<file path="config.mk">
export PLATFORM = sky130hd
export DESIGN_NAME = lexical_token_classifier_unit
export DESIGN_NICKNAME = d
export VERILOG_FILES = /design/src/rtl/core/lexc_pkg.sv /design/src/rtl/core/lexc_core.sv /design/src/rtl/core/lexical_token_classifier_unit.sv
export SDC_FILE = /design/constraint.sdc
export NUM_CORES = 1
export LEC_CHECK = 0
export ABC_AREA = 1
export CAP_MARGIN = 20
export CELL_PAD_IN_SITES_DETAIL_PLACEMENT = 1
export CELL_PAD_IN_SITES_GLOBAL_PLACEMENT = 2
export CORE_MARGIN = 2
export CORE_UTILIZATION = 33
export DETAILED_ROUTE_END_ITERATION = 8
export DONT_BUFFER_PORTS = 1
export GPL_TIMING_DRIVEN = 0
export HOLD_SLACK_MARGIN = 0.1
export PLACE_DENSITY = 0.87
export SYNTH_ARGS = -nofsm -noshare
export SYNTH_HDL_FRONTEND = slang
export SYNTH_SLANG_ARGS = --single-unit
</file>
<file path="constraint.sdc">
create_clock -name clk -period 1.7 [get_ports clk]
set_clock_uncertainty 0.1 [all_clocks]
set_input_delay 0.255 -clock clk [delete_from_list [all_inputs] [get_ports clk]]
set_output_delay 0.255 -clock clk [all_outputs]
set_load 0.005 [all_outputs]
</file>
<file path="src/rtl/core/lexc_pkg.sv">
// Shared types, character classes and keyword constants for the token classifier.
package lexc_pkg;

  typedef struct packed {
    logic [7:0] text_byte;
    logic       end_of_text;
  } in_item_t;

  typedef struct packed {
    logic [2:0] token_class;
    logic [7:0] token_length;
  } out_item_t;

  localparam logic [2:0] CLS_KEYWORD    = 3'd0;
  localparam logic [2:0] CLS_IDENTIFIER = 3'd1;
  localparam logic [2:0] CLS_FUNCTION   = 3'd2;
  localparam logic [2:0] CLS_OPERATOR   = 3'd3;
  localparam logic [2:0] CLS_NUMBER     = 3'd4;
  localparam logic [2:0] CLS_ERROR      = 3'd5;

  localparam int unsigned NUM_KW  = 6;
  localparam int unsigned KW_MAXW = 6;

  localparam logic [7:0] CH_UNDERSCORE = 8'h5F;
  localparam logic [7:0] CH_LPAREN     = 8'h28;
  localparam logic [7:0] CH_RPAREN     = 8'h29;
  localparam logic [7:0] CH_ZERO       = 8'h30;
  localparam logic [7:0] CH_NINE       = 8'h39;

  // Keyword spellings, unused positions padded with zero.
  localparam logic [7:0] KW_TEXT [NUM_KW][KW_MAXW] = '{
    '{8'h69, 8'h6E, 8'h74, 8'h00, 8'h00, 8'h00},  // int
    '{8'h64, 8'h6F, 8'h75, 8'h62, 8'h6C, 8'h65},  // double
    '{8'h66, 8'h6C, 8'h6F, 8'h61, 8'h74, 8'h00},  // float
    '{8'h73, 8'h74, 8'h72, 8'h69, 8'h6E, 8'h67},  // string
    '{8'h63, 8'h68, 8'h61, 8'h72, 8'h00, 8'h00},  // char
    '{8'h72, 8'h65, 8'h74, 8'h75, 8'h72, 8'h6E}   // return
  };
  localparam logic [2:0] KW_LEN [NUM_KW] = '{3'd3, 3'd6, 3'd5, 3'd6, 3'd4, 3'd6};

  function automatic logic [7:0] kw_char(input int unsigned k, input logic [2:0] p);
    logic [7:0] c;
    c = 8'h00;
    if (p < 3'(KW_MAXW)) begin
      c = KW_TEXT[k][p];
    end
    return c;
  endfunction

  function automatic logic is_sep(input logic [7:0] c);
    return (c == 8'h20) || (c >= 8'h09 && c <= 8'h0D);
  endfunction

  function automatic logic is_digit(input logic [7:0] c);
    return (c >= CH_ZERO) && (c <= CH_NINE);
  endfunction

  function automatic logic is_word_start(input logic [7:0] c);
    return (c == CH_UNDERSCORE) || (c >= 8'h61 && c <= 8'h7A) || (c >= 8'h41 && c <= 8'h5A);
  endfunction

  function automatic logic is_op(input logic [7:0] c);
    return (c == 8'h2B) || (c == 8'h2D) || (c == 8'h2A) || (c == 8'h2F) ||
           (c == 8'h3D) || (c == CH_LPAREN) || (c == CH_RPAREN) ||
           (c == 8'h7B) || (c == 8'h7D) || (c == 8'h2C) || (c == 8'h3B);
  endfunction

endpackage

</file>
<file path="src/rtl/core/lexc_core.sv">
// Per-token flag registers and the classification of a closing token.
module lexc_core #(
  parameter int unsigned LENGTH_LIMIT = 255
) (
  input  logic                clk,
  input  logic                rst_n,
  input  logic                step,
  input  lexc_pkg::in_item_t  item,
  output logic                res_valid,
  output lexc_pkg::out_item_t res
);

  localparam int unsigned CW = $clog2(LENGTH_LIMIT + 1);
  localparam int unsigned LW = (CW > 8) ? CW : 8;

  logic [CW-1:0] count_r, count_nxt;
  logic [lexc_pkg::NUM_KW-1:0] cand_r, cand_nxt;
  logic          fcws_r, fcws_nxt;
  logic          word_r, word_nxt;
  logic          dec_r, dec_nxt;
  logic [1:0]    wph_r, wph_nxt;
  logic [1:0]    kph_r, kph_nxt;
  logic [15:0]   last2_r, last2_nxt;

  logic          close;
  logic          kw_exact;
  logic [7:0]    last_c, prev_c;
  logic [LW-1:0] count_ext;
  logic [7:0]    c;

  assign c      = item.text_byte;
  assign close  = item.end_of_text || lexc_pkg::is_sep(c);
  assign last_c = last2_r[7:0];
  assign prev_c = last2_r[15:8];

  always_comb begin
    kw_exact = 1'b0;
    for (int unsigned k = 0; k < lexc_pkg::NUM_KW; k++) begin
      if (cand_r[k] && (count_r == CW'(lexc_pkg::KW_LEN[k]))) begin
        kw_exact = 1'b1;
      end
    end
  end

  always_comb begin
    priority if (kw_exact) begin
      res.token_class = lexc_pkg::CLS_KEYWORD;
    end else if (fcws_r && word_r) begin
      res.token_class = lexc_pkg::CLS_IDENTIFIER;
    end else if ((count_r >= CW'(3)) && (prev_c == lexc_pkg::CH_LPAREN) &&
                 (last_c == lexc_pkg::CH_RPAREN) && fcws_r && wph_r[1] && !kph_r[1]) begin
      res.token_class = lexc_pkg::CLS_FUNCTION;
    end else if ((count_r == CW'(1)) && lexc_pkg::is_op(last_c)) begin
      res.token_class = lexc_pkg::CLS_OPERATOR;
    end else if (dec_r) begin
      res.token_class = lexc_pkg::CLS_NUMBER;
    end else begin
      res.token_class = lexc_pkg::CLS_ERROR;
    end
  end

  assign count_ext        = LW'(count_r);
  assign res.token_length = (count_ext > LW'(255)) ? 8'hFF : count_ext[7:0];
  assign res_valid        = close && (count_r != '0);

  always_comb begin
    count_nxt = count_r;
    cand_nxt  = cand_r;
    fcws_nxt  = fcws_r;
    word_nxt  = word_r;
    dec_nxt   = dec_r;
    wph_nxt   = wph_r;
    kph_nxt   = kph_r;
    last2_nxt = last2_r;
    if (close) begin
      count_nxt = '0;
      cand_nxt  = '1;
      fcws_nxt  = 1'b0;
      word_nxt  = 1'b1;
      dec_nxt   = 1'b1;
      wph_nxt   = 2'b00;
      kph_nxt   = 2'b00;
      last2_nxt = 16'h0000;
    end else begin
      // History bits describe the token before this character joins it.
      wph_nxt = {wph_r[0], word_r};
      kph_nxt = {kph_r[0], kw_exact};
      for (int unsigned k = 0; k < lexc_pkg::NUM_KW; k++) begin
        if (!((count_r < CW'(lexc_pkg::KW_LEN[k])) &&
              (lexc_pkg::kw_char(k, count_r[2:0]) == c))) begin
          cand_nxt[k] = 1'b0;
        end
      end
      if (count_r == '0) begin
        fcws_nxt = lexc_pkg::is_word_start(c);
      end
      if (!(lexc_pkg::is_word_start(c) || lexc_pkg::is_digit(c))) begin
        word_nxt = 1'b0;
      end
      if (!lexc_pkg::is_digit(c)) begin
        dec_nxt = 1'b0;
      end
      last2_nxt = {last2_r[7:0], c};
      if (count_r < CW'(LENGTH_LIMIT)) begin
        count_nxt = count_r + CW'(1);
      end
    end
  end

  always_ff @(posedge clk) begin
    if (!rst_n) begin
      count_r <= '0;
      cand_r  <= '1;
      fcws_r  <= 1'b0;
      word_r  <= 1'b1;
      dec_r   <= 1'b1;
      wph_r   <= 2'b00;
      kph_r   <= 2'b00;
      last2_r <= 16'h0000;
    end else if (step) begin
      count_r <= count_nxt;
      cand_r  <= cand_nxt;
      fcws_r  <= fcws_nxt;
      word_r  <= word_nxt;
      dec_r   <= dec_nxt;
      wph_r   <= wph_nxt;
      kph_r   <= kph_nxt;
      last2_r <= last2_nxt;
    end
  end

endmodule

</file>
<file path="src/rtl/core/lexical_token_classifier_unit.sv">
// Top level of the token classifier: input register, classifier core, result register.
//
//   channel | ports                        | direction | payload
//   --------+------------------------------+-----------+----------------------------
//   input   | in_valid, in_ready, in_data  | in        | text_byte, end_of_text
//   result  | out_valid, out_ready, out_data | out     | token_class, token_length
//
// One character is taken per clock while the result is not stalled. The
// separator or end-of-text item that closes the token waits in the input
// register, and the result register loads as that item advances out of it.
// The input register advances whenever the result register is empty or is
// being emptied, so a stalled result holds the pipeline but nothing is lost.
// Reset is synchronous and clears both valid flags and the token state.
module lexical_token_classifier_unit #(
  parameter int unsigned LENGTH_LIMIT = 255
) (
  input  logic                clk,
  input  logic                rst_n,
  input  logic                in_valid,
  output logic                in_ready,
  input  lexc_pkg::in_item_t  in_data,
  output logic                out_valid,
  input  logic                out_ready,
  output lexc_pkg::out_item_t out_data
);

  logic                s0_valid_r;
  lexc_pkg::in_item_t  s0_data_r;
  logic                advance;
  logic                res_valid;
  lexc_pkg::out_item_t res;
  logic                out_valid_r;
  lexc_pkg::out_item_t out_data_r;

  assign advance  = s0_valid_r && (!out_valid_r || out_ready);
  assign in_ready = !s0_valid_r || advance;

  always_ff @(posedge clk) begin
    if (!rst_n) begin
      s0_valid_r <= 1'b0;
    end else if (in_ready) begin
      s0_valid_r <= in_valid;
    end
  end

  always_ff @(posedge clk) begin
    if (in_ready && in_valid) begin
      s0_data_r <= in_data;
    end
  end

  lexc_core #(
    .LENGTH_LIMIT(LENGTH_LIMIT)
  ) u_core (
    .clk       (clk),
    .rst_n     (rst_n),
    .step      (advance),
    .item      (s0_data_r),
    .res_valid (res_valid),
    .res       (res)
  );

  always_ff @(posedge clk) begin
    if (!rst_n) begin
      out_valid_r <= 1'b0;
    end else if (advance) begin
      out_valid_r <= res_valid;
    end else if (out_ready) begin
      out_valid_r <= 1'b0;
    end
  end

  always_ff @(posedge clk) begin
    if (advance && res_valid) begin
      out_data_r <= res;
    end
  end

  assign out_valid = out_valid_r;
  assign out_data  = out_data_r;

endmodule

</file>
==> results.yml, run 1 <==
synthesis:
  synth.cell_area_sq_um: 3360
  yosysSeqAreaShare_pct: 41.1
  syn-instance-count: 464
  netlist_top_cells_area: "dfxtp_1 23%, edfxtp_1 18%, nand2_1 13%"
  synth-seq-cells: 59
  synth_top_area_share_pct: 23.2
  synth_top_area_cell: "dfxtp_1"
  syn_area_per_cell_sq_um: 7.24
  yosysUniqueCellTypes: 31
  yosysWarnings: 0
  syn-num-nets: 483
power_and_ir_drop:
  peakVddDrop_uv: 500
  power.static_leakage_nw: 1.80
  power_density_nw_per_um2: 808
route:
  vias: 3295
  ant_nets: 0
  wl_um: 11400
  firstDrtPassIters: 4
  wl_per_cell_um: 17.6
  drtIter0Drc: 112
  drcViolationCount: 0
  post_drt_via_cell_ratio: 5.07
die:
  die_w_um: 105
  rows: 36
  ios: 26
  die_y_um: 105
  core_sq_um: 9820
  initial_core_util_pct: 34.2
  dieArea_sq_um: 11000
placed_design:
  placed_cells: 597
  io_buffers: 0
  dp_hpwl_um: 7740
  place_congestion: 0.873
cts:
  clockRootBuffer: "clkbuf_8"
  cts_tree: "yes"
  clock_path_buffers: 2
  clock-sinks: 59
  path_clk_slew_ps: 70
  clock_latency_ps: 350
  cts-htree-levels: 3
  cts_buffers: 9
critical_path:
  r2r_setup_slack_ps: -90
  cp-end-kind: "flop"
  critPathKind: "reg -> reg"
  r2r_end: "u_core.cand_r[4]"
  critPathArrivalTime_ps: 1980
  ff2ff_path_depth: 10
  cp_max_fo: 5
  cp-start-kind: "flop"
  cp.required_ps: 1890
  worstReg2RegStart: "u_core.count_ext[0]"
run:
  max-cap-violations: 0
grt:
  grt_pass1_vias: 3382
  antenna_found_initial: 0
  grt.overflow.total: 0
  grt_max_degree: 12
  grt_pass1_wl_um: 17800
  grt_util_all_layers_pct: 20.7
finish:
  fin_nets: 531
  area_delta_synth_final_pct: 29.8
  fin_cells: 650
  n_fill_cell: 1243
  drive_gt1_share_pct: 24.2
  n_antenna_cell: 0
sta:
  slew_headroom_pct: 66.6
  max_freq_mhz: 557
  finalSetupViolCount: 22
  fin_ws_ps: -94.0
  tightest_slew_ps: 501
  finalSetupTns_ps: -1080
  grt_setup_unrepaired: "yes"
  final_hold_viol_count: 0
  period_minus_slack_ps: 1790
  post-route-period-util_pct: 106
  drv_slew: 0
worst_hold_path:
  whs_path_depth: 3
  worstHoldStart: "rst_n"
  hp-class: "in -> reg"
  hold_path_end: "u_core.count_ext[6]"
status:
  violations: "negative setup slack"
  status: "finished, violations left"
## sequential cells by signal, indices dropped and copies added, names as in the netlist, 2 cells and up
| signal | flops |
|---|---|
| u_core.cand_r | 6 |
| out_data | 11 |
| u_core.wph_r | 2 |
| u_core.kph_r | 2 |
| u_core.last2_r | 16 |
| s0_data_r | 9 |
| u_core.count_ext | 8 |
## worst max-delay path: stages (launching register included)
cell	delay (ps)
dfxtp_4	390
buf_12	120
clkinv_8	50
ha_4	220
or2_4	280
xor2_2	160
nor3_2	170
nand2_1	70
nand2_1	60
nand2_1	50
nand2_1	50
## power breakdown
part / leakage (nW) / switching [mW] / internal (mW)
Combinational: 1.19 / 0.385 / 0.250
Sequential: 0.517 / 0.0616 / 1.52
Clock: 0.0931 / 0.633 / 0.671
Total: 1.80 / 1.08 / 2.44
## worst max path at each step
stage                                    from                to  slack, ps
after floorplan           u_core.count_ext[1]  u_core.cand_r[4]          4
after global placement    u_core.count_ext[1]  u_core.cand_r[2]       -350
after detailed placement  u_core.count_ext[1]  u_core.cand_r[3]       -390
after CTS                        s0_data_r[4]      out_data[10]        -80
after global routing      u_core.count_ext[0]  u_core.cand_r[3]       -170
final                     u_core.count_ext[0]  u_core.cand_r[4]        -90
## synthesized netlist by cell type
library cell and number:
nand2_4 4, clkinv_1 1, nor4_1 1, or2_2 1, nor3b_2 1, clkbuf_2 2, buf_4 3, nand3b_1 5
nand2_1 117, nand4_1 12, nor3_1 9, nand3_1 36, nor3_2 5, a21oi_1 21, edfxtp_1 20, inv_1 41
o21ai_1 1, nor3b_1 2, xor2_1 13, ha_1 6, a211oi_1 1, buf_2 2, nand3_2 2, nor2_2 2
clkbuf_1 5, dfxtp_1 39, buf_6 4, o21ai_0 28, nand2_2 5, nor2_1 72, o211ai_1 3
## per-stage QoR
step / power [mW] / area [sq um] / util, % / hold slack [ps] / worst slack [ps]
2_1_floorplan: 1.95 / 3370 / - / 254 / 3.87
3_3_place_gp: 2.07 / 3540 / 36.1 / 254 / -351
3_5_place_dp: 2.09 / 3540 / 36.1 / 254 / -387
4_1_cts: 3.44 / 4060 / 41.3 / 167 / -75.4
5_1_grt: 3.66 / 4360 / 44.4 / 200 / -174
6_report: 3.52 / 4360 / 44.4 / 195 / -94.0
## layout make-up
cell class | instances | area, sq um | share of cell area [%]
plain buffers | 15 | 136 | 3.13
clock buffers | 9 | 124 | 2.84
clock inverters | 7 | 67.6 | 1.55
inverters | 42 | 191 | 4.39
multi-input cells | 347 | 1930 | 44.3
flip-flops and latches | 59 | 1400 | 32.1
well taps | 133 | 166 | 3.82
repair buffers | 37 | 332 | 7.60
repair inverters | 1 | 11.3 | 0.258
## layer usage
| metal | global-route usage, % | vias to the layer above | part of all wire (%) |
|---|---|---|---|
| met4 | 5.05 | 0 | 0.87 |
| li1 | - | 1608 | - |
| met5 | 0 | - | 0 |
| met2 | 36.3 | 77 | 51 |
| met1 | 26.8 | 1598 | 45 |
| met3 | 2.87 | 12 | 3.1 |
## what timing repair did
action                                  4_1_cts  5_1_grt
cloned                                        1        0
setup buffers                                13       12
endpoints found under the setup margin       50       51
gates resized for setup                      37       61
endpoints found under the hold margin        11        0
pin swaps                                     5       19
hold buffers                                 12        0
## logic make-up (layout without fill, tap and decap cells)
logic type	count (synthesis)	in the layout	synth area share [%]
xor+xnor	13	13	3.39
flops	59	59	41.1
fa+ha+maj	6	6	2.23
compound gates	54	54	8.34
buf+inv	58	111	7.86
simple gates	274	274	37.1
## cells in the final DEF, fill, tap and decap left out, drive strengths merged, types with 13 or more instances in the layout
master,count
nand3,38
a21oi,21
xor2,13
buf,35
nor3,14
clkbuf,14
nor2,74
edfxtp,20
inv,41
o21ai,29
nand2,126
dfxtp,39
No activity file was read; power rests on OpenSTA's default activity.
==> run 2, diff against run 1 <==
--- a/config.mk
+++ b/config.mk
@@ -15,7 +15,7 @@
 export DONT_BUFFER_PORTS = 1
 export GPL_TIMING_DRIVEN = 0
 export HOLD_SLACK_MARGIN = 0.1
-export PLACE_DENSITY = 0.87
+export PLACE_DENSITY_LB_ADDON = 0.25
 export SYNTH_ARGS = -nofsm -noshare
 export SYNTH_HDL_FRONTEND = slang
 export SYNTH_SLANG_ARGS = --single-unit
==> run 2 against run 1 <==
Net effect: the flow still finishes with violations (negative setup slack); cell count rose by 0.31%; via count rose by 0.79%; combinational power rose by 2%; non-clock buffer count rose by 2; count of clock-buffer cells in the layout rose by 4; largest cell class unchanged.
==> results.yml, run 2 (synthesized netlist as in run 1, its figures left out) <==
finish:
  design_area_sq_um: 4450
  fin_nets: 533
  fin_cells: 652
  drive_gt1_share_pct: 24.3
  largest_reg_flops: 16
  regMostFlops: "u_core.last2_r"
  layout_common_cells: "109 x nand2_1, 63 x nor2_1, 35 x nand3_1"
  layout_commonest_cell: "nand2_1"
  area_delta_synth_final_pct: 32.5
  n_antenna_cell: 0
run:
  max-cap-violations: 0
sta:
  tightest_slew_ps: 487
  slew_headroom_pct: 67.5
  period_minus_slack_ps: 1750
  finalSetupViolCount: 11
  fin_ws_ps: -49.7
  drv_slew: 0
  grt_setup_unrepaired: "yes"
  post-route-period-util_pct: 103
  max_freq_mhz: 572
  final_hold_viol_count: 0
critical_path:
  slowest_stage: "edfxtp_1"
  worstReg2RegStart: "s0_data_r[2]"
  ff2ff_path_depth: 10
  path_buf_inv: 3
  cp_top_family: "simple AND/OR/NAND/NOR gates"
  cp-start-kind: "flop"
  cp-end-kind: "flop"
  critPathKind: "reg -> reg"
  r2r_end: "out_data[1]"
  cp_max_fo: 6
  critPathArrivalTime_ps: 1710
  path_cells: "buf_6 -> nor2_4 -> nand2_2 -> a21oi_4 -> nand2_4 -> nand2_4 -> nand2_8 -> inv_6 -> nand2_8 -> inv_8"
  cp.required_ps: 1660
  r2r_setup_slack_ps: -50
  max_stage_delay_ps: 380
power_and_ir_drop:
  pwr-share-comb_pct: 17.8
  clockPowerShare_pct: 38.9
  p_seq_share_pct: 43.4
  power_density_nw_per_um2: 820
  p_int_mw: 2.57
  switching_share_pct: 29.5
  peakVddDrop_uv: 362
  power.static_leakage_nw: 1.83
  switching_power_mw: 1.08
  power_mw: 3.65
die:
  ios: 26
  die_y_um: 105
  rows: 36
  core_sq_um: 9820
  initial_core_util_pct: 34.2
  die_w_um: 105
  dieArea_sq_um: 11000
grt:
  antenna_found_initial: 0
  grt_pass1_wl_um: 17500
  grt_max_degree: 12
  grt_util_all_layers_pct: 20.6
  grt.overflow.total: 0
  grt_pass1_vias: 3235
status:
  status: "finished, violations left"
  violations: "negative setup slack"
worst_hold_path:
  whs_path_depth: 3
  worstHoldStart: "rst_n"
  hold_path_end: "u_core.count_ext[4]"
  hp-class: "in -> reg"
cts:
  path_clk_slew_ps: 70
  cts_buffers: 9
  clock_path_buffers: 2
  cts-htree-levels: 3
  clock_latency_ps: 350
  cts_tree: "yes"
  clockRootBuffer: "clkbuf_8"
  clock-sinks: 59
route:
  wl_per_cell_um: 17.2
  post_drt_via_cell_ratio: 5.09
  ant_nets: 0
  drtIter0Drc: 138
  wl_um: 11200
  drcViolationCount: 0
  vias: 3321
  firstDrtPassIters: 4
placed_design:
  place_congestion: 0.868
  placed_cells: 597
  io_buffers: 0
  dp_hpwl_um: 7720
  post_dp_cell_area_sq_um: 3540
[run 2: worst register-to-register path, stage by stage, from the launching register on]
cell and delay [ps]:
edfxtp_1 380, buf_6 140, nor2_4 120, nand2_2 100, a21oi_4 150, nand2_4 80, nand2_4 90, nand2_8 80
inv_6 70, nand2_8 70, inv_8 80
[run 2: timing repair]
action	CTS	global route
endpoints found under the setup margin	51	51
hold buffers	12	0
setup buffers	20	7
resized for setup	51	48
pin swaps	8	17
gates cloned	1	1
hold endpoints to repair	11	0
[run 2: final cells by class]
cell class / count / area [sq um]
Buffer: 14 / 133
Timing Repair inverter: 1 / 11.3
Inverter: 42 / 183
Multi-Input combinational cell: 347 / 1960
Timing Repair Buffer: 40 / 375
Fill cell: 1243 / 5370
Clock inverter: 3 / 22.5
Clock buffer: 13 / 201
Sequential cell: 59 / 1400
Tap cell: 133 / 166
[run 2: how the worst max path moves through the flow]
stage                   startpoint          endpoint  slack, ps  depth (start not counted)
2_1_floorplan  u_core.count_ext[1]  u_core.cand_r[4]          4                          9
3_3_place_gp   u_core.count_ext[1]  u_core.cand_r[2]       -390                          9
3_5_place_dp   u_core.count_ext[1]  u_core.cand_r[2]       -380                          9
4_1_cts               s0_data_r[1]       out_data[1]        -30                          9
5_1_grt               s0_data_r[2]       out_data[1]       -120                         10
6_report              s0_data_r[2]       out_data[1]        -50                         10
[run 2: per-layer routing]
layer  routed length (um)  vias up  GRT usage [%]
met5                    0        -              0
met3                  412       10           4.05
met1                 5490     1615           28.4
met2                 5210       74           33.3
met4                  102        0           4.10
li1                     -     1622              -
[run 2: power by group through the flow]
| stage | clock network (mW) | logic [mW] | registers (mW) |
|---|---|---|---|
| after floorplan | 0 | 0.358 | 1.59 |
| after global placement | 0 | 0.469 | 1.61 |
| after detailed placement | 0 | 0.480 | 1.61 |
| after CTS | 1.45 | 0.580 | 1.58 |
| after global routing | 1.52 | 0.716 | 1.59 |
| final | 1.42 | 0.649 | 1.58 |
[run 2: stage by stage]
| step | setup WS (ps) | setup TNS (ps) | hold slack [ps] | utilization, % |
|---|---|---|---|---|
| final | -49.7 | -490 | 252 | 45.3 |
| after CTS | -26.6 | -227 | 200 | 42.7 |
| after floorplan | 3.87 | 0 | 254 | - |
| after detailed placement | -385 | -7790 | 254 | 36.1 |
| after global placement | -386 | -6220 | 254 | 36.1 |
| after global routing | -120 | -2280 | 247 | 45.3 |
==> run 3, diff against run 2 <==
--- a/config.mk
+++ b/config.mk
@@ -10,12 +10,15 @@
 export CELL_PAD_IN_SITES_DETAIL_PLACEMENT = 1
 export CELL_PAD_IN_SITES_GLOBAL_PLACEMENT = 2
 export CORE_MARGIN = 2
-export CORE_UTILIZATION = 33
+export CORE_UTILIZATION = 32
 export DETAILED_ROUTE_END_ITERATION = 8
 export DONT_BUFFER_PORTS = 1
 export GPL_TIMING_DRIVEN = 0
 export HOLD_SLACK_MARGIN = 0.1
 export PLACE_DENSITY_LB_ADDON = 0.25
+export SLEW_MARGIN = 15
 export SYNTH_ARGS = -nofsm -noshare
 export SYNTH_HDL_FRONTEND = slang
+export SYNTH_HIERARCHICAL = 1
 export SYNTH_SLANG_ARGS = --single-unit
+export TNS_END_PERCENT = 50
==> run 3 against run 2 <==
Net effect: the flow still finishes with violations (negative setup slack); register-to-register slack got worse by 250 ps; final area rose by 8.5%; via count rose by 7.3%; count of clock-buffer cells in the layout fell by 4; highest routed layer unchanged; clock power fell by 9.9%; combinational power rose by 33%; worst hold slack improved by 89 ps; die area rose by 6.7%; sequential share of layout area fell by 2.5 points; first-iteration DRC count rose by 16%.
==> results.yml, run 3 <==
route:
  vias: 3565
  drtIter0Drc: 160
  drcViolationCount: 0
  firstDrtPassIters: 4
  post_drt_via_cell_ratio: 4.94
  wl_um: 12100
  wl_per_cell_um: 16.8
  ant_nets: 0
status:
  status: "finished, violations left"
  violations: "negative setup slack"
grt:
  grt_max_degree: 12
  grt_util_all_layers_pct: 21.6
  grt.overflow.total: 0
  antenna_found_initial: 0
  grt_pass1_vias: 3702
  grt_pass1_wl_um: 19200
die:
  dieArea_sq_um: 11700
  core_sq_um: 10700
  ios: 26
  die_w_um: 108
  rows: 38
  die_y_um: 108
  initial_core_util_pct: 32.5
synthesis:
  synth_edf_count: 20
  yosysUniqueCellTypes: 33
  synth_top_area_share_pct: 22.4
  synth_top_area_cell: "dfxtp_1"
  synth-seq-cells: 59
  syn-num-nets: 529
  async_flop_share_pct: 0
  syn-instance-count: 510
  yosysMostFrequentCell: "nand2_1"
  netlist_top_cells_area: "dfxtp_1 22%, edfxtp_1 17%, nand2_1 17%"
  syn_area_per_cell_sq_um: 6.84
  synth_flop_cell: "dfxtp_1"
  yosysSeqAreaShare_pct: 39.6
  yosysWarnings: 6
  synthTopCellsByCount: "156 x nand2_1, 71 x nor2_1, 55 x nand3_1, 39 x dfxtp_1, 39 x inv_1"
  synth.cell_area_sq_um: 3490
run:
  max-cap-violations: 0
critical_path:
  cp_max_fo: 5
  max_stage_delay_ps: 440
  path_cells: "nor2_4 -> nand2_2 -> o21bai_4 -> nor2_4 -> buf_6 -> a31oi_4 -> inv_2 -> nor3_4 -> buf_6"
  cp_top_family: "simple AND/OR/NAND/NOR gates"
  r2r_setup_slack_ps: -300
  critPathKind: "reg -> reg"
  cp-end-kind: "flop"
  slowest_stage: "edfxtp_1"
  cp-start-kind: "flop"
  critPathArrivalTime_ps: 1960
  path_buf_inv: 3
  cp.required_ps: 1660
finish:
  multi_input_area_sq_um: 2190
  register_area_sq_um: 1390
  regMostFlops: "u_core/last2_r"
  layout_common_cells: "131 x nand2_1, 54 x nor2_1, 53 x nand3_1"
  layout_commonest_cell: "nand2_1"
  area_delta_synth_final_pct: 38.6
  n_antenna_cell: 0
  fin_nets: 595
  n_fill_cell: 1314
  finish.utilization_pct: 45.0
  drive_gt1_share_pct: 31.0
  largest_reg_flops: 16
sta:
  period_minus_slack_ps: 2000
  tightest_slew_ps: 651
  fin_ws_ps: -297
  final_hold_viol_count: 0
  post-route-period-util_pct: 117
  whs_ps: 340
  max_freq_mhz: 501
  slew_headroom_pct: 56.6
  drv_slew: 0
  finalSetupViolCount: 43
  grt_setup_unrepaired: "yes"
power_and_ir_drop:
  peakVddDrop_uv: 610
  power.static_leakage_nw: 2.01
  power_density_nw_per_um2: 765
  power_mw: 3.69
placed_design:
  io_buffers: 0
  post-place-ws_ps: -836
  place_congestion: 0.839
  dp_hpwl_um: 8250
cts:
  clock_latency_ps: 340
  clockRootBuffer: "clkbuf_8"
  path_clk_slew_ps: 80
  cts_buffers: 9
  clock_path_buffers: 2
  cts_tree: "yes"
  cts-htree-levels: 3
  clock-sinks: 59
worst_hold_path:
  hp-class: "reg -> reg"
==> run 3: final timing paths <==
path	start	cells past startpoint	to
setup / recovery	s0_data_r[8]	9	out_data[8]
hold / removal	u_core/count_ext[3]	0	out_data[3]
setup reg to reg	s0_data_r[8]	9	out_data[8]
hold reg to reg	u_core/count_ext[3]	0	out_data[3]
==> run 3: through the flow <==
stage / TNS (ps) / area, sq um / std cells
after floorplan: -3610 / 3500 / 510
after global placement: -17720 / 3680 / 650
after detailed placement: -18010 / 3680 / 650
after CTS: -7590 / 4480 / 711
after global routing: -9770 / 4830 / 721
final: -6050 / 4830 / 721
==> run 3: cell type report <==
class                   instances  share of cell area (%)
clock buffers                   9                    2.56
repair buffers                 56                    10.3
inverters                      44                    3.86
well taps                     140                    3.63
multi-input cells             385                    45.3
plain buffers                  21                    4.17
flip-flops and latches         59                    28.8
clock inverters                 7                    1.40
==> run 3: kinds of logic after synthesis <==
logic type | share of synthesized area [%]
fa+ha+maj | 2.15
buf+inv | 8.40
flops | 39.6
simple gates | 38.5
compound gates | 8.54
xor+xnor | 2.76
==> run 3: repair_timing <==
action | in CTS | in global routing
endpoints found under the hold margin | 14 | 0
gates resized for setup | 64 | 92
cloned | 2 | 0
pin swaps | 21 | 23
setup endpoints to repair | 51 | 52
buffers inserted | 31 | 14
hold buffers | 13 | 0
==> run 3: report_power, final <==
group | total (mW) | leakage [nW] | internal, mW | switching (mW)
Clock | 1.28 | 0.0931 | 0.671 | 0.604
Sequential | 1.56 | 0.511 | 1.51 | 0.0447
Combinational | 0.862 | 1.41 | 0.356 | 0.506
==> run 3: layer usage <==
layer | share of wire (%) | GRT usage, %
met5 | 0 | 0
met4 | 1.2 | 6.04
met3 | 3.5 | 3.74
met2 | 49 | 37.3
met1 | 46 | 27.6
